### src/rtl/fmsg_pkg.sv
package fmsg_pkg;

  localparam int NUM_CHANNELS = 8;
  localparam int NUM_SLOTS    = NUM_CHANNELS * 4;
  localparam int CH_W         = (NUM_CHANNELS > 1) ? $clog2(NUM_CHANNELS) : 1;
  localparam int SLOT_W       = CH_W + 2;
  localparam int SINE_ENTRIES = 1024;
  localparam int SINE_AW      = $clog2(SINE_ENTRIES);
  localparam int FB_W         = 20;
  localparam int ACC_W        = 18 + CH_W;

  localparam logic [15:0] FULL_LEVEL = 16'hFFFF;
  localparam logic [6:0]  TL_MAX     = 7'd127;
  localparam logic [23:0] RECIP_127  = 24'd8454660;  // floor(2^30 / 127)
  localparam longint      PI_HALF_Q30 = 64'sd1686629713;

  // bus register map
  localparam logic [7:0] REG_KEY     = 8'h08;
  localparam logic [7:0] REG_CHMODE  = 8'h20;
  localparam logic [7:0] REG_KC      = 8'h28;
  localparam logic [7:0] REG_KF      = 8'h30;
  localparam logic [7:0] REG_KF_END  = 8'h38;
  localparam logic [7:0] REG_OP      = 8'h40;

  // config register indexes
  localparam logic [2:0] CFG_MUTE    = 3'd0;
  localparam logic [2:0] CFG_PSCALE  = 3'd1;
  localparam logic [2:0] CFG_ATTACK  = 3'd2;
  localparam logic [2:0] CFG_DECAY   = 3'd3;
  localparam logic [2:0] CFG_RELEASE = 3'd4;

  typedef enum logic [1:0] {
    KIND_ADDR   = 2'd0,
    KIND_DATA   = 2'd1,
    KIND_TICK   = 2'd2,
    KIND_STATUS = 2'd3
  } kind_t;

  typedef enum logic [2:0] {
    CMD_ZERO,
    CMD_TICK,
    CMD_KEY,
    CMD_CHMODE,
    CMD_FREQ,
    CMD_OPREG
  } cmd_op_t;

  typedef enum logic [2:0] {
    GRP_MULT = 3'd0,
    GRP_TL   = 3'd1,
    GRP_AR   = 3'd2,
    GRP_D1R  = 3'd3,
    GRP_D2R  = 3'd4,
    GRP_SLRR = 3'd5
  } opgrp_t;

  typedef enum logic [2:0] {
    ENV_OFF     = 3'd0,
    ENV_ATTACK  = 3'd1,
    ENV_DECAY   = 3'd2,
    ENV_SUSTAIN = 3'd3,
    ENV_RELEASE = 3'd4
  } env_t;

  typedef enum logic [3:0] {
    ST_IDLE,
    ST_KEY,
    ST_FREQ_A,
    ST_FREQ_B,
    ST_ENV,
    ST_FB,
    ST_OP_A,
    ST_OP_B,
    ST_OP_C,
    ST_OP_D,
    ST_MIX,
    ST_DONE
  } eng_state_t;

  typedef struct packed {
    cmd_op_t         op;
    logic [CH_W-1:0] ch;
    logic [1:0]      op_sel;
    opgrp_t          grp;
    logic            kc_wr;
    logic [7:0]      data;
  } cmd_t;

  typedef struct packed {
    logic        mute;
    logic [15:0] phase_scale;
    logic [15:0] attack_step;
    logic [15:0] decay_step;
    logic [15:0] release_step;
  } cfg_regs_t;

  typedef logic signed [15:0] sine_tab_t [SINE_ENTRIES];

  localparam longint SERIES_DIV [1:6] = '{64'sd6, 64'sd20, 64'sd42, 64'sd72, 64'sd110, 64'sd156};

  // operator slot order within a channel's register block
  function automatic logic [1:0] op_order(input logic [1:0] i);
    return {i[0], i[1]};
  endfunction

  function automatic logic [21:0] note_q16(input logic [3:0] i);
    logic [21:0] v;
    case (i)
      4'd0:  v = 22'd1071514;
      4'd1:  v = 22'd1135084;
      4'd2:  v = 22'd1202586;
      4'd3:  v = 22'd1274675;
      4'd4:  v = 22'd1350042;
      4'd5:  v = 22'd1430651;
      4'd6:  v = 22'd1515192;
      4'd7:  v = 22'd1605632;
      4'd8:  v = 22'd1701315;
      4'd9:  v = 22'd1802240;
      4'd10: v = 22'd1909719;
      4'd11: v = 22'd2023096;
      4'd12: v = 22'd2143027;
      4'd13: v = 22'd2270822;
      4'd14: v = 22'd2405827;
      default: v = 22'd2548695;
    endcase
    return v;
  endfunction

  function automatic logic signed [15:0] sat16(input logic signed [31:0] v);
    logic signed [15:0] r;
    if (v > 32'sd32767) r = 16'sh7FFF;
    else if (v < -32'sd32768) r = 16'sh8000;
    else r = v[15:0];
    return r;
  endfunction

  // Q30 sine on 0..pi/2, Taylor series, elaboration only
  function automatic longint sine_q30(input longint x);
    longint x2;
    longint term;
    longint sum;
    x2   = (x * x) >>> 30;
    term = x;
    sum  = x;
    for (int k = 1; k <= 6; k++) begin
      term = ((term * x2) >>> 30) / SERIES_DIV[k];
      if (k % 2 == 1) sum = sum - term;
      else sum = sum + term;
    end
    return (sum < 0) ? 64'sd0 : sum;
  endfunction

  function automatic sine_tab_t build_sine_tab();
    sine_tab_t t;
    longint m;
    longint quad;
    longint r;
    longint x;
    longint v;
    for (int i = 0; i < SINE_ENTRIES; i++) begin
      m    = 4 * longint'(i);
      quad = m / SINE_ENTRIES;
      r    = m % SINE_ENTRIES;
      if (quad % 2 == 1) r = SINE_ENTRIES - r;
      x = PI_HALF_Q30 * r / SINE_ENTRIES;
      v = (sine_q30(x) + 64'sd32768) >>> 16;
      if ((quad / 2) % 2 == 1) v = -v;
      t[i] = v[15:0];
    end
    return t;
  endfunction

endpackage

### src/rtl/fmsg_front.sv
module fmsg_front import fmsg_pkg::*; (
  input  logic       clk,
  input  logic       rst_n,
  input  logic       in_valid,
  output logic       in_stall,
  input  logic [1:0] in_kind,
  input  logic [7:0] in_bus_data,
  input  logic       mute,
  input  logic       q_full,
  output logic       q_push,
  output cmd_t       q_cmd
);

  logic [7:0] addr_latch_r;
  logic       accept;
  logic [7:0] op_off;
  logic [2:0] wr_ch;

  assign in_stall = q_full;
  assign accept   = in_valid && !q_full;
  assign op_off   = addr_latch_r - REG_OP;

  always_ff @(posedge clk) begin
    if (!rst_n) begin
      addr_latch_r <= '0;
    end else if (accept && kind_t'(in_kind) == KIND_ADDR) begin
      addr_latch_r <= in_bus_data;
    end
  end

  always_comb begin
    q_cmd.op     = CMD_ZERO;
    q_cmd.ch     = '0;
    q_cmd.op_sel = '0;
    q_cmd.grp    = GRP_MULT;
    q_cmd.kc_wr  = 1'b0;
    q_cmd.data   = in_bus_data;
    q_push       = 1'b0;
    wr_ch        = (addr_latch_r == REG_KEY) ? in_bus_data[2:0] : addr_latch_r[2:0];
    unique case (kind_t'(in_kind))
      KIND_ADDR: begin
        q_push = 1'b0;
      end
      KIND_DATA: begin
        q_cmd.ch = wr_ch[CH_W-1:0];
        if (32'(wr_ch) < NUM_CHANNELS) begin
          if (addr_latch_r == REG_KEY) begin
            q_cmd.op = CMD_KEY;
            q_push   = accept;
          end else if (addr_latch_r < REG_CHMODE ||
                       (addr_latch_r >= REG_KF_END && addr_latch_r < REG_OP)) begin
            q_push = 1'b0;
          end else if (addr_latch_r < REG_KC) begin
            q_cmd.op = CMD_CHMODE;
            q_push   = accept;
          end else if (addr_latch_r < REG_KF_END) begin
            q_cmd.op    = CMD_FREQ;
            q_cmd.kc_wr = (addr_latch_r < REG_KF);
            q_push      = accept;
          end else begin
            q_cmd.op     = CMD_OPREG;
            q_cmd.op_sel = op_order(op_off[4:3]);
            q_cmd.grp    = opgrp_t'(op_off[7:5]);
            q_push       = accept;
          end
        end
      end
      KIND_TICK: begin
        q_cmd.op = mute ? CMD_ZERO : CMD_TICK;
        q_push   = accept;
      end
      KIND_STATUS: begin
        q_cmd.op = CMD_ZERO;
        q_push   = accept;
      end
      default: q_push = 1'b0;
    endcase
  end

endmodule

### config.mk
export PLATFORM = sky130hd
export DESIGN_NAME = fmsg_front
export DESIGN_NICKNAME = d
export VERILOG_FILES = /design/src/rtl/fmsg_pkg.sv /design/src/rtl/fmsg_front.sv
export SDC_FILE = /design/constraint.sdc
export NUM_CORES = 1
export LEC_CHECK = 0
export ABC_AREA = 0
export BUFFER_PORTS_ARGS = -buffer_cell sky130_fd_sc_hd__buf_2
export CORE_ASPECT_RATIO = 0.75
export CORE_MARGIN = 2
export CORE_UTILIZATION = 30
export CTS_CLUSTER_DIAMETER = 40
export CTS_CLUSTER_SIZE = 14
export DETAILED_ROUTE_END_ITERATION = 12
export PLACE_DENSITY = 0.56
export SYNTH_ARGS = -nofsm -noshare
export SYNTH_HDL_FRONTEND = slang
export SYNTH_SLANG_ARGS = --single-unit
### constraint.sdc
create_clock -name clk -period 4.3 [get_ports clk]
set_input_delay 0.86 -clock clk [delete_from_list [all_inputs] [get_ports clk]]
set_output_delay 0.86 -clock clk [all_outputs]
set_load 0.01 [all_outputs]
==> out/metrics.cfg <==
[worst_setup_path]
critPathLaunchType = input port
reg2regPathDepth = 2
arrival_ns = 2.20
endpoint_kind = output pin
critPathKind = input port to output pin
timing.rr.start = addr_latch_r[3]
cp-startpoint = in_kind[1]
required_ns = 3.44
regToRegSetupSlack_ns = 3.44
r2r-end = addr_latch_r[3]
crit_path_end = q_push
crit_fanout = 9

[clock_network]
postCtsHoldBufs = 0
h-tree-depth = 1
clock_path_buffers = 2
cts-buffers-inserted = 3
cts_setup_buffers = 0
cts_resized = 0
insertion_delay_ns = 0.24
path_clk_slew_ns = 0.05
cts_tree = done
root_buffer = clkbuf_4
clock-sinks = 8

[floorplan]
num_rows = 15
die_y_um = 47.29
core_area_mm2 = 0.002327
initial_core_util = 0.3220
die_area_mm2 = 0.002918
ios = 37
fp.dieW_um = 61.72

[yosys]
synthTopCellsByCount = nor2b_1 (12), buf_4 (9), dfxtp_1 (8), mux2i_1 (8), ha_1 (7)
yosysTopAreaCell = dfxtp_1
yosysUniqueCellTypes = 29
syn_area_per_cell_um2 = 9.030
synth_nets = 105
postSynth.asyncResetShare = 0
synth_seq_area_share = 0.2137
netlist_top_cells_area = dfxtp_1 (21%), ha_1 (12%), mux2i_1 (11%), nor2b_1 (10%), buf_4 (9.0%)
netlist_area_um2 = 749.5
synth_warnings = 0
yosysMostFrequentCell = nor2b_1
syn_inst = 83
synth_top_flop_cell = dfxtp_1
synth-seq-cells = 8
synth_edf_count = 0
synth_top_area_share = 0.2137

[min_path]
hp-class = flip-flop to flip-flop

[finish]
fin_nets = 134
drive_gt1_frac = 0.4364
reg_top3 = addr_latch_r: 8 flops
largest_register_ffs = 8
largest_register = addr_latch_r
diodes = 0
area_delta_synth_final_pct = 20.87
final_core_util = 0.3892

[placement]
gp_congestion = 0.7532
io_buffer_count = 36
hpwlAfterDp_um = 1372

[sta]
tightest_slew_ns = 0.5442
grt_setup_unrepaired = no
period_needed_ns = 3.058
relSlewSlack = 0.6361
final_max_slew_viol_count = 0
hold_violations = 0
holdWs_ns = 0.5208
finalSetupViolations = 0
setup_tns_ns = 0
fmax_mhz = 327.0
skew_ns = 0
fin_crit_sh = 0.7111

[grt]
track_usage = 0.1188
grt_max_degree = 11
grt-ovfl-total = 0
antenna_found_initial = 0
grt_pass1_wl_um = 2546
grt_pass1_vias = 609

[run]
max_cap_viol_count = 0

[run_status]
status = complete, no violations

[route]
dr_total_vias = 656
drt_first_pass_iters = 4
detail-route-antenna-nets = 0
drcViolationCount = 0
drt_iter0_drc = 4
viasPerCell = 4.556
wl_um = 1680
avgRoutedWirePerCell_um = 11.67

[power_and_ir_drop]
power_leakage_nw = 0.4940
vdd_ir_drop_max_mv = 0.1279
p_per_area_mw_per_mm2 = 192.6

[through the flow]
stage	cell area, um2	setup slack [ns]	std cells	power [W]
after global placement	883.3	1.290	141	0.0001203
final	905.9	1.242	144	0.0001745
after floorplan	749.5	1.532	83	0.0001093
after detailed placement	883.3	1.258	141	0.0001211
after global routing	905.9	1.115	144	0.0001885
after CTS	905.9	1.257	144	0.0001786
[worst min path at each step]
stage | depth (start not counted) | to | slack, ns | from
global route | 2 | addr_latch_r[6] | 0.56 | addr_latch_r[6]
detailed placement | 2 | addr_latch_r[7] | 0.52 | addr_latch_r[7]
finish | 2 | addr_latch_r[7] | 0.52 | addr_latch_r[7]
floorplan | 2 | addr_latch_r[6] | 0.49 | addr_latch_r[6]
CTS | 2 | addr_latch_r[7] | 0.53 | addr_latch_r[7]
global placement | 2 | addr_latch_r[6] | 0.50 | addr_latch_r[6]
[where the power goes]
| part | switching (W) | internal, W | leakage (nW) | total, W |
|---|---|---|---|---|
| sequential | 0.00000231 | 0.0000759 | 0.0647 | 0.0000782 |
| clock | 0.0000233 | 0.0000318 | 0.0138 | 0.0000551 |
| combinational | 0.0000209 | 0.0000203 | 0.415 | 0.0000412 |
| total | 0.0000465 | 0.000128 | 0.494 | 0.000174 |
[routing by layer]
metal	track usage	share of wire	up-vias
met5	0	0	-
met2	0.2021	0.47	18
met3	0.04408	0.055	2
met1	0.1417	0.46	296
li1	-	-	340
met4	0.03404	0.0089	0
[cell usage in the layout, fill, tap and decap left out]
cell | synthesis | final
mux2i_1 | 8 | 8
o21ai_0 | 1 | 1
and3b_2 | 1 | 1
a41o_1 | 1 | 1
and2_1 | 1 | 1
nand3_4 | 1 | 1
or4b_1 | 1 | 1
inv_1 | 5 | 5
and2_2 | 1 | 1
or3b_2 | 1 | 1
a41oi_1 | 3 | 3
and3_2 | 3 | 3
or4_1 | 1 | 1
o31ai_1 | 1 | 1
and4_2 | 1 | 1
nor4b_4 | 1 | 1
xnor2_1 | 1 | 1
a21oi_1 | 2 | 2
buf_2 | 2 | 36
nor2b_1 | 12 | 12
a31oi_1 | 2 | 2
clkbuf_4 | 0 | 3
ha_1 | 7 | 7
nor3_1 | 1 | 1
nand3b_1 | 1 | 1
nor2_1 | 2 | 2
dfxtp_1 | 8 | 8
nand2_1 | 4 | 4
[area by class of cell]
class,count,area (um2)
clock buffers,3,22.52
inverters,5,18.77
well taps,34,42.54
flip-flops and latches,8,160.2
repair buffers,36,180.2
fillers,263,1421
multi-input cells,58,481.7
[cells by family after synthesis]
logic type               after synthesis  share of synthesized area
multiplexers                           8                     0.1068
adder cells (fa/ha/maj)                7                     0.1169
AO/OA/AOI/OAI                         10                    0.09516
XOR/XNOR                               1                    0.01169
AND/OR/NAND/NOR                       32                     0.3122
buffers and inverters                 17                     0.1436
flip-flops                             8                     0.2137
[worst max-delay path, stage by stage]
cell,delay (ns)
buf_2,0.12
inv_1,0.09
ha_1,0.30
nor3_1,0.09
or4b_1,0.46
a21oi_1,0.13
buf_2,0.14
(Power assumes the default switching activity.)
