[src/rtl/fmsg_pkg.sv]
package fmsg_pkg;

  localparam int NUM_CHANNELS = 8;
  localparam int NUM_SLOTS    = NUM_CHANNELS * 4;
  localparam int CH_W         = (NUM_CHANNELS > 1) ? $clog2(NUM_CHANNELS) : 1;
  localparam int SLOT_W       = CH_W + 2;
  localparam int SINE_ENTRIES = 1024;
  localparam int SINE_AW      = $clog2(SINE_ENTRIES);
  localparam int FB_W         = 20;
  localparam int ACC_W        = 18 + CH_W;

  localparam logic [15:0] FULL_LEVEL = 16'hFFFF;
  localparam logic [6:0]  TL_MAX     = 7'd127;
  localparam logic [23:0] RECIP_127  = 24'd8454660;  // floor(2^30 / 127)
  localparam longint      PI_HALF_Q30 = 64'sd1686629713;

  // bus register map
  localparam logic [7:0] REG_KEY     = 8'h08;
  localparam logic [7:0] REG_CHMODE  = 8'h20;
  localparam logic [7:0] REG_KC      = 8'h28;
  localparam logic [7:0] REG_KF      = 8'h30;
  localparam logic [7:0] REG_KF_END  = 8'h38;
  localparam logic [7:0] REG_OP      = 8'h40;

  // config register indexes
  localparam logic [2:0] CFG_MUTE    = 3'd0;
  localparam logic [2:0] CFG_PSCALE  = 3'd1;
  localparam logic [2:0] CFG_ATTACK  = 3'd2;
  localparam logic [2:0] CFG_DECAY   = 3'd3;
  localparam logic [2:0] CFG_RELEASE = 3'd4;

  typedef enum logic [1:0] {
    KIND_ADDR   = 2'd0,
    KIND_DATA   = 2'd1,
    KIND_TICK   = 2'd2,
    KIND_STATUS = 2'd3
  } kind_t;

  typedef enum logic [2:0] {
    CMD_ZERO,
    CMD_TICK,
    CMD_KEY,
    CMD_CHMODE,
    CMD_FREQ,
    CMD_OPREG
  } cmd_op_t;

  typedef enum logic [2:0] {
    GRP_MULT = 3'd0,
    GRP_TL   = 3'd1,
    GRP_AR   = 3'd2,
    GRP_D1R  = 3'd3,
    GRP_D2R  = 3'd4,
    GRP_SLRR = 3'd5
  } opgrp_t;

  typedef enum logic [2:0] {
    ENV_OFF     = 3'd0,
    ENV_ATTACK  = 3'd1,
    ENV_DECAY   = 3'd2,
    ENV_SUSTAIN = 3'd3,
    ENV_RELEASE = 3'd4
  } env_t;

  typedef enum logic [3:0] {
    ST_IDLE,
    ST_KEY,
    ST_FREQ_A,
    ST_FREQ_B,
    ST_ENV,
    ST_FB,
    ST_OP_A,
    ST_OP_B,
    ST_OP_C,
    ST_OP_D,
    ST_MIX,
    ST_DONE
  } eng_state_t;

  typedef struct packed {
    cmd_op_t         op;
    logic [CH_W-1:0] ch;
    logic [1:0]      op_sel;
    opgrp_t          grp;
    logic            kc_wr;
    logic [7:0]      data;
  } cmd_t;

  typedef struct packed {
    logic        mute;
    logic [15:0] phase_scale;
    logic [15:0] attack_step;
    logic [15:0] decay_step;
    logic [15:0] release_step;
  } cfg_regs_t;

  typedef logic signed [15:0] sine_tab_t [SINE_ENTRIES];

  localparam longint SERIES_DIV [1:6] = '{64'sd6, 64'sd20, 64'sd42, 64'sd72, 64'sd110, 64'sd156};

  // operator slot order within a channel's register block
  function automatic logic [1:0] op_order(input logic [1:0] i);
    return {i[0], i[1]};
  endfunction

  function automatic logic [21:0] note_q16(input logic [3:0] i);
    logic [21:0] v;
    case (i)
      4'd0:  v = 22'd1071514;
      4'd1:  v = 22'd1135084;
      4'd2:  v = 22'd1202586;
      4'd3:  v = 22'd1274675;
      4'd4:  v = 22'd1350042;
      4'd5:  v = 22'd1430651;
      4'd6:  v = 22'd1515192;
      4'd7:  v = 22'd1605632;
      4'd8:  v = 22'd1701315;
      4'd9:  v = 22'd1802240;
      4'd10: v = 22'd1909719;
      4'd11: v = 22'd2023096;
      4'd12: v = 22'd2143027;
      4'd13: v = 22'd2270822;
      4'd14: v = 22'd2405827;
      default: v = 22'd2548695;
    endcase
    return v;
  endfunction

  function automatic logic signed [15:0] sat16(input logic signed [31:0] v);
    logic signed [15:0] r;
    if (v > 32'sd32767) r = 16'sh7FFF;
    else if (v < -32'sd32768) r = 16'sh8000;
    else r = v[15:0];
    return r;
  endfunction

  // Q30 sine on 0..pi/2, Taylor series, elaboration only
  function automatic longint sine_q30(input longint x);
    longint x2;
    longint term;
    longint sum;
    x2   = (x * x) >>> 30;
    term = x;
    sum  = x;
    for (int k = 1; k <= 6; k++) begin
      term = ((term * x2) >>> 30) / SERIES_DIV[k];
      if (k % 2 == 1) sum = sum - term;
      else sum = sum + term;
    end
    return (sum < 0) ? 64'sd0 : sum;
  endfunction

  function automatic sine_tab_t build_sine_tab();
    sine_tab_t t;
    longint m;
    longint quad;
    longint r;
    longint x;
    longint v;
    for (int i = 0; i < SINE_ENTRIES; i++) begin
      m    = 4 * longint'(i);
      quad = m / SINE_ENTRIES;
      r    = m % SINE_ENTRIES;
      if (quad % 2 == 1) r = SINE_ENTRIES - r;
      x = PI_HALF_Q30 * r / SINE_ENTRIES;
      v = (sine_q30(x) + 64'sd32768) >>> 16;
      if ((quad / 2) % 2 == 1) v = -v;
      t[i] = v[15:0];
    end
    return t;
  endfunction

endpackage

[src/rtl/fmsg_queue.sv]
module fmsg_queue import fmsg_pkg::*; (
  input  logic clk,
  input  logic rst_n,
  input  logic push,
  input  cmd_t push_cmd,
  output logic full,
  output logic valid,
  input  logic pop,
  output cmd_t head
);

  cmd_t       mem_r [2];
  logic       wptr_r;
  logic       rptr_r;
  logic [1:0] cnt_r;
  logic [1:0] cnt_nxt;

  assign full  = (cnt_r == 2'd2);
  assign valid = (cnt_r != 2'd0);
  assign head  = mem_r[rptr_r];

  always_comb begin
    cnt_nxt = cnt_r;
    if (push && !pop) cnt_nxt = cnt_r + 2'd1;
    else if (pop && !push) cnt_nxt = cnt_r - 2'd1;
  end

  always_ff @(posedge clk) begin
    if (!rst_n) begin
      wptr_r <= 1'b0;
      rptr_r <= 1'b0;
      cnt_r  <= 2'd0;
    end else begin
      cnt_r <= cnt_nxt;
      if (push) wptr_r <= ~wptr_r;
      if (pop) rptr_r <= ~rptr_r;
    end
  end

  always_ff @(posedge clk) begin
    if (push) mem_r[wptr_r] <= push_cmd;
  end

endmodule

[config.mk]
export PLATFORM = sky130hd
export DESIGN_NAME = fmsg_queue
export DESIGN_NICKNAME = d
export VERILOG_FILES = /design/src/rtl/fmsg_pkg.sv /design/src/rtl/fmsg_queue.sv
export SDC_FILE = /design/constraint.sdc
export NUM_CORES = 1
export LEC_CHECK = 0
export ABC_AREA = 1
export ABC_CLOCK_PERIOD_IN_PS = 5000
export BUFFER_PORTS_ARGS = -buffer_cell sky130_fd_sc_hd__buf_2
export CORE_UTILIZATION = 50
export CTS_BUF_LIST = sky130_fd_sc_hd__clkbuf_2
export DETAILED_ROUTE_END_ITERATION = 8
export HOLD_SLACK_MARGIN = 0.03
export PLACE_DENSITY = 0.76
export SYNTH_ARGS = -nofsm -noshare
export SYNTH_HDL_FRONTEND = slang
export SYNTH_SLANG_ARGS = --single-unit
export TNS_END_PERCENT = 10
[constraint.sdc]
create_clock -name clk -period 5 [get_ports clk]
set_clock_uncertainty 0.2 [all_clocks]
set_input_delay 1 -clock clk [delete_from_list [all_inputs] [get_ports clk]]
set_output_delay 1 -clock clk [all_outputs]
set_load 0.01 [all_outputs]
==> results of run 1 <==
[metal layers]
metal	share of wire, %	track usage, %	wire [um]	vias up
li1	-	-	-	453
met1	38	16.0	1070	468
met2	55	29.8	1540	34
met3	5.2	5.46	146	8
met4	2.5	9.74	70	0
met5	0	0	0	-
[cell usage after synthesis, drive strengths merged]
master / n
edfxtp: 40
mux2: 20
nand2: 9
inv: 8
nor2: 8
dfxtp: 5
buf: 2
a21oi: 1
ha: 1
nand3: 1
nand4: 1
o21ai: 1
[area by class of cell]
| class | count | area [um2] | area share [%] |
|---|---|---|---|
| clock buffers | 6 | 30.0 | 1.44 |
| inverters | 8 | 30.0 | 1.44 |
| repair buffers | 45 | 225 | 10.8 |
| clock inverters | 2 | 33.8 | 1.63 |
| multi-input cells | 42 | 400 | 19.3 |
| flip-flops and latches | 45 | 1300 | 62.6 |
| well taps | 46 | 57.6 | 2.77 |
[registers in the layout, summed over array words and instances (netlist names), named ones only]
register / flops
mem_r: 40
cnt_r: 2
rptr_r: 1
wptr_r: 1
[cells by family after synthesis]
family          count (synthesis)  synth area share, %
mux                            20                 17.1
buf+inv                        10                 3.00
flops                          45                 74.3
fa+ha+maj                       1                0.714
compound gates                  2                0.571
simple gates                   19                 4.29
[final timing paths]
check                      to    from  cells after the start  slack [ns]
setup / recovery      head[3]    flop                      2        1.74
hold / removal           flop  rptr_r                      2        0.31
hold reg to reg          flop  rptr_r                      2        0.31
setup reg to reg  mem_r[0][7]  wptr_r                      1        3.26
[through the flow]
step                total power [uW]  instances  utilization [%]  setup WS (ns)
global placement                 535        186             60.4           2.17
CTS                              729        194             62.3           1.67
detailed placement               542        186             60.4           2.15
global route                     750        194             62.3           1.60
finish                           724        194             62.3           1.74
floorplan                        505         97                -           2.51
[critical path: stages (launching register included)]
cell	delay [ns]
dfxtp_1	1.17
mux2_4	0.36
buf_2	0.14
[power groups by stage]
stage,Combinational [uW],Clock (uW),Sequential [uW]
global route,94.3,208,448
finish,86.3,192,446
global placement,82.2,0,453
detailed placement,87.2,0,455
floorplan,59.2,0,446
CTS,87.4,196,446
==> summary.txt, run 1 <==
Most common cell after layout, fill and taps aside = buf_2
CTS tree = done
Post-Syn Nets = 122
CTS Hold Bufs = 0
Number of global-route vias before repair = 953
Total track usage = 16.4%
Final Hold Fails = 0
# diodes = 0
CTS H-tree depth = 2
Switch Pwr = 160 uW
Critical Path End Type = output pin
#FFs+latches synth = 45
Period utilisation layout = 65.3%
Max FO, Critical Path = 20
Filler Cell Count = 268
Placer Congestion = 0.668
# nets final = 172
Area Growth Syn to Fin = 18.6%
Number of antenna violations at the first check in global routing = 0
Post-synthesis cell count = 97
Syn Area/Cell = 18.1 um2
Initial Utilization = 52.5%
Cell Area, Synth = 1750 um2
Combinational share of power = 11.9%
Worst skew pair latency = 0.38 ns
Dominant cell type by area after synthesis = edfxtp_1
Final setup TNS = 0 ns
Placement Cell Area = 2010 um2
Actual transition at the worst max-transition pin = 1.20 ns
Internal power = 564 uW
DRC = 0
Die Y = 61.2 um
TritonRoute pass-1 iters = 4
Share of cells above drive strength 1 = 49.3%
Unique masters post-synth = 12
Vias per inst = 4.96
Clock-pin slew on the worst setup and hold paths = 0.19 ns
Commonest cells after routing, fill and taps aside = 45 x buf_2, 40 x edfxtp_1, 20 x mux2_4
Fin. max-slew vios = 0
Via count = 963
Total grt overflow = 0
Buffer count from post-CTS setup fixing = 0
I/O Pins = 46
Chip width = 61.2 um
Routed Antenna Nets = 0
Clock tree sinks = 45
Number of I/O port buffers = 45
Switching share of power = 22.1%
Slew headroom = 19.8%
Synth top area share = 68.6%
Startpoint Class = flop
Design Area, Final = 2080 um2
WL per Instance = 14.6 um
Power Density = 348 nW/um2
Clock buffer depth = 2
Critical Path AT = 2.06 ns
Min-Delay Path Class = flop to flop
Crit path time final = 3.26 ns
Max VDD drop = 0.153 mV
Final WL = 2830 um
Total CTS buffers = 5
Clk root buf = clkbuf_2
Fmax = 306 MHz
DRT iter0 DRCs = 25
Max-cap violations = 0
Final HPWL DP = 2000 um
Hold WS = 0.308 ns
Post-synthesis sequential area ratio = 74.3%
CP required = 3.80 ns
Row count = 21
Sequential share of power = 61.6%
Lkg Pwr = 0.000883 uW
First-pass GRT wire length = 4110 um
Die Area = 3740 um2
RSZ-0062 raised after global routing = false
Main area contributors after synthesis = edfxtp_1 69%, mux2_4 17%, dfxtp_1 5.7%
Synthesis Warnings = 0
Largest net degree at the start of global routing = 21
Cts repair resizes = 0
Core Region = 3340 um2
Run status = finished, final reports clean
Clock share of power = 26.5%
Critical path class = flop to output pin
Setup violations, final = 0
(Power assumes the default switching activity.)
==> run 2, diff against run 1 <==
--- a/config.mk
+++ b/config.mk
@@ -6,7 +6,7 @@
 export NUM_CORES = 1
 export LEC_CHECK = 0
 export ABC_AREA = 1
-export ABC_CLOCK_PERIOD_IN_PS = 5000
+export ABC_CLOCK_PERIOD_IN_PS = 3200
 export BUFFER_PORTS_ARGS = -buffer_cell sky130_fd_sc_hd__buf_2
 export CORE_UTILIZATION = 50
 export CTS_BUF_LIST = sky130_fd_sc_hd__clkbuf_2
==> constraint.sdc (replaced) <==
create_clock -name clk -period 3.2 [get_ports clk]
set_clock_uncertainty 0.2 [all_clocks]
set_input_delay 0.64 -clock clk [delete_from_list [all_inputs] [get_ports clk]]
set_output_delay 0.64 -clock clk [all_outputs]
set_load 0.01 [all_outputs]
==> summary.txt, run 2 (synthesized netlist as in run 1, its figures left out) <==
Run status = finished, final reports clean
# nets final = 174 (+1.2%)
Critical Path End Type = output pin
Initial Utilization = 52.5% (unchanged)
Core Region = 3340 um2 (unchanged)
Row count = 21 (unchanged)
CTS tree = done
Max-cap violations = 0 (unchanged)
Worst R2R End = mem_r[1][4]
Commonest cells after routing, fill and taps aside = 45 x buf_2, 40 x edfxtp_1, 20 x mux2_4
Via count = 939 (-2.5%)
Slew headroom = 49.6% (+30 points)
Lkg Pwr = 0.000879 uW (-0.44%)
Number of I/O port buffers = 45 (unchanged)
Final Util = 62.1% (-0.23 points)
Total CTS buffers = 5 (unchanged)
Switching share of power = 23.4% (+1.3 points)
Worst skew pair latency = 0.39 ns (about the same)
Clock buffer depth = 2 (unchanged)
Reg2Reg Depth = 2 (+1)
DRT iter0 DRCs = 24 (-4.0%)
Clock-pin slew on the worst setup and hold paths = 0.21 ns (+0.02 ns)
CP required = 2.36 ns (-1.44 ns)
Fin. max-slew vios = 0 (unchanged)
Cts repair resizes = 0 (unchanged)
CTS H-tree depth = 2 (unchanged)
Largest net degree at the start of global routing = 21 (unchanged)
Combinational share of power = 13.4% (+1.5 points)
Top Registers = mem_r (40), cnt_r (2)
Switch Pwr = 245 uW (+53%)
Hold Path Depth = 1 (-1)
Hold EP = mem_r[1][18]
Number of global-route vias before repair = 921 (-3.4%)
Placer Congestion = 0.727 (+8.8%)
Most common cell after layout, fill and taps aside = buf_2
R2R Setup Slk = 1.57 ns (-1.69 ns)
Final Hold Fails = 0 (unchanged)
Final setup TNS = 0 ns (unchanged)
Clk root buf = clkbuf_2
Final worst setup slack = 0.488 ns (-1.25 ns)
Chip width = 61.2 um (unchanged)
Vias per inst = 4.79 (-3.5%)
Min-delay src = push_cmd[18]
Final WL = 2580 um (-8.7%)
Total grt overflow = 0 (unchanged)
Min-Delay Path Class = primary input to flop
Fmax = 369 MHz
First-pass GRT wire length = 3910 um (-5.0%)
Die Area = 3740 um2 (unchanged)
Setup violations, final = 0 (unchanged)
WL per Instance = 13.2 um (-9.7%)
TritonRoute pass-1 iters = 4 (unchanged)
Total track usage = 15.5% (-0.92 points)
Power Density = 506 nW/um2 (+45%)
Clock tree sinks = 45 (unchanged)
Share of cells above drive strength 1 = 50.0% (+0.68 points)
DRC = 0 (unchanged)
Sequential share of power = 65.8% (+4.2 points)
# diodes = 0 (unchanged)
Die Y = 61.2 um (unchanged)
Setup slack at placement = 0.912 ns (-1.24 ns)
Number of antenna violations at the first check in global routing = 0 (unchanged)
Max FO, Critical Path = 13 (-35%)
Period utilisation layout = 84.8%
Clock share of power = 20.8% (-5.7 points)
Routed Antenna Nets = 0 (unchanged)
Buffer count from post-CTS setup fixing = 0 (unchanged)
Crit path time final = 2.71 ns
CTS Hold Bufs = 0 (unchanged)
Max reg flops = 40 (unchanged)
Final HPWL DP = 1900 um (-4.8%)
Actual transition at the worst max-transition pin = 0.756 ns (-0.445 ns)
Critical Path AT = 1.87 ns (-0.19 ns)
Hold WS = 0.203 ns (-0.105 ns)
RR Startpoint = wptr_r
Critical path class = flop to output pin
I/O Pins = 46 (unchanged)
Max VDD drop = 0.308 mV (+100%)
Area Growth Syn to Fin = 18.2%
RSZ-0062 raised after global routing = false
Largest Register = mem_r
Internal power = 802 uW (+42%)
Startpoint Class = flop
run 2: cell types whose count changed in the layout (fill, tap and decap cells not counted), sizes merged:
cell / previous run / this run
buf: 45 / 47
bufinv: 1 / 0
clkinvlp: 0 / 1
run 2: worst max path at each step:
| stage | to | slack (ns) | depth (start not counted) |
|---|---|---|---|
| detailed placement | head[15] | 0.91 | 3 |
| finish | head[3] | 0.49 | 3 |
| global placement | head[10] | 0.97 | 3 |
| CTS | head[15] | 0.42 | 3 |
| global route | head[15] | 0.34 | 3 |
| floorplan | mem_r[0][0] | 1.07 | 2 |
run 2: power groups by stage:
| stage | Clock [uW] | Combinational (uW) | Sequential (uW) |
|---|---|---|---|
| after floorplan | 0 | 92.5 | 696 |
| after global placement | 0 | 136 | 701 |
| after detailed placement | 0 | 142 | 703 |
| after CTS | 226 | 143 | 690 |
| after global routing | 246 | 154 | 693 |
| final | 218 | 141 | 689 |
run 2: layout make-up:
cell class,instances,area (um2)
well taps,46,57.6
flip-flops and latches,45,1300
clock inverters,2,11.3
multi-input cells,42,400
fillers,266,1270
inverters,8,30.0
clock buffers,6,30.0
repair buffers,47,240
run 2: critical path, cell delays in order, from the launching register on:
cell     delay (ns)
dfxtp_1        0.66
buf_4          0.35
mux2_4         0.32
buf_2          0.14
run 2: per-layer routing:
layer  vias up  global-route usage (%)  share of wire, %
li1        456                       -                 -
met1       449                    15.1                37
met2        30                    28.0                56
met3         4                    6.51               5.9
met4         0                    7.47               1.3
met5         -                       0                 0
run 2: metrics by stage:
step	cell area [um2]	instances	total power, uW
floorplan	1750	97	789
global placement	2030	188	836
detailed placement	2030	188	846
CTS	2070	196	1060
global route	2070	196	1090
finish	2070	196	1050
==> run 3, diff against run 2 <==
--- a/config.mk
+++ b/config.mk
@@ -6,7 +6,7 @@
 export NUM_CORES = 1
 export LEC_CHECK = 0
 export ABC_AREA = 1
-export ABC_CLOCK_PERIOD_IN_PS = 3200
+export ABC_CLOCK_PERIOD_IN_PS = 2500
 export BUFFER_PORTS_ARGS = -buffer_cell sky130_fd_sc_hd__buf_2
 export CORE_UTILIZATION = 50
 export CTS_BUF_LIST = sky130_fd_sc_hd__clkbuf_2
==> constraint.sdc (replaced) <==
create_clock -name clk -period 2.5 [get_ports clk]
set_clock_uncertainty 0.2 [all_clocks]
set_input_delay 0.5 -clock clk [delete_from_list [all_inputs] [get_ports clk]]
set_output_delay 0.5 -clock clk [all_outputs]
set_load 0.01 [all_outputs]
==> summary.txt, run 3 (synthesized netlist as in run 1, its figures left out) <==
Run status = finished, final reports clean
CP required = 1.80 ns (-0.56 ns)
Total grt overflow = 0 (unchanged)
Clock buffer depth = 2 (unchanged)
Initial Utilization = 52.5% (unchanged)
Die Area = 3740 um2 (unchanged)
Filler Cell Count = 262 (-1.5%)
Final HPWL DP = 1840 um (-3.1%)
DRC = 0 (unchanged)
Lkg Pwr = 0.000885 uW (+0.73%)
Slew headroom = 75.8% (+26 points)
WL per Instance = 13.1 um (-0.20%)
I/O Pins = 46 (unchanged)
Fmax = 443 MHz
Placement Cell Area = 2040 um2 (+0.37%)
Startpoint Class = flop
Period utilisation layout = 90.3%
Via count = 937 (-0.21%)
Largest net degree at the start of global routing = 21 (unchanged)
Fin. max-slew vios = 0 (unchanged)
Crit path time final = 2.26 ns
TritonRoute pass-1 iters = 4 (unchanged)
Die Y = 61.2 um (unchanged)
Vias per inst = 4.76 (-0.72%)
Number of global-route vias before repair = 833 (-9.6%)
Design Area, Final = 2070 um2 (+0.18%)
Chip width = 61.2 um (unchanged)
Routed Antenna Nets = 0 (unchanged)
Clock-pin slew on the worst setup and hold paths = 0.20 ns (about the same)
Cts repair resizes = 0 (unchanged)
R2R Setup Slk = 1.18 ns (-0.39 ns)
Critical path class = flop to output pin
Final setup TNS = 0 ns (unchanged)
Actual transition at the worst max-transition pin = 0.362 ns (-0.393 ns)
Total track usage = 14.5% (-0.98 points)
Max-cap violations = 0 (unchanged)
Critical Path End Type = output pin
Total CTS buffers = 5 (unchanged)
Share of cells above drive strength 1 = 49.7% (-0.33 points)
Clk root buf = clkbuf_2
Setup violations, final = 0 (unchanged)
Largest Register = mem_r
Number of I/O port buffers = 45 (unchanged)
Area Growth Syn to Fin = 18.4%
DRT iter0 DRCs = 33 (+38%)
Number of antenna violations at the first check in global routing = 0 (unchanged)
RSZ-0062 raised after global routing = false
Final Hold Fails = 0 (unchanged)
Most common cell after layout, fill and taps aside = buf_2
Min-Delay Path Class = primary input to flop
Worst skew pair latency = 0.39 ns (about the same)
Max FO, Critical Path = 20 (+7)
Top Registers = mem_r (40), cnt_r (2)
Max VDD drop = 0.464 mV (+50%)
CTS tree = done
Core Region = 3340 um2 (unchanged)
Max reg flops = 40 (unchanged)
# nets final = 175 (+0.57%)
CTS Hold Bufs = 0 (unchanged)
Clock tree sinks = 45 (unchanged)
CTS H-tree depth = 2 (unchanged)
Critical Path AT = 1.56 ns (-0.31 ns)
Power Density = 642 nW/um2 (+27%)
Placer Congestion = 0.696 (-4.3%)
First-pass GRT wire length = 3690 um (-5.5%)
Row count = 21 (unchanged)
Buffer count from post-CTS setup fixing = 0 (unchanged)
# diodes = 0 (unchanged)
Commonest cells after routing, fill and taps aside = 45 x buf_2, 40 x edfxtp_1, 20 x mux2_4
Final WL = 2590 um (+0.31%)
## run 3: power breakdown
group / switching (uW) / internal (uW) / total [uW]
clock network: 208 / 61.3 / 269
registers: 13.3 / 864 / 878
logic: 90.6 / 93.8 / 184
## run 3: area by class of cell
cell class	instances	area, um2	area share, %
flip-flops and latches	45	1300	62.7
multi-input cells	42	400	19.3
repair buffers	48	248	11.9
well taps	46	57.6	2.77
inverters	8	30.0	1.45
clock buffers	5	25.0	1.21
clock inverters	3	12.5	0.603
## run 3: path summary, 6_finish.rpt
path	start	end	depth (start not counted)
hold reg to reg	rptr_r	rptr_r	2
setup reg to reg	wptr_r	mem_r[1][4]	3
setup / recovery	flop	head[19]	3
hold / removal	push_cmd[18]	mem_r[1][18]	1
## run 3: routing by layer
metal / share of wire, % / vias up / track usage (%)
met1: 41 / 446 / 16.6
met3: 6.3 / 5 / 4.20
li1: - / 455 / -
met5: 0 / - / 0
met4: 1.4 / 0 / 8.77
met2: 51 / 31 / 24.1
## run 3: stage by stage
step,hold slack (ns),total power (uW),util (%),setup slack (ns),cells
6_report,0.0807,1330,62.2,0.242,197
4_1_cts,0.0628,1350,62.2,0.204,197
5_1_grt,0.0531,1390,62.2,0.160,197
2_1_floorplan,0.263,1010,-,0.515,97
3_5_place_dp,0.288,1080,61.0,0.670,189
3_3_place_gp,0.276,1070,61.0,0.705,189
## run 3: critical path, stage by stage, from the launching register on
cell	delay, ns
dfxtp_1	0.35
buf_4	0.34
mux2_4	0.34
buf_2	0.14
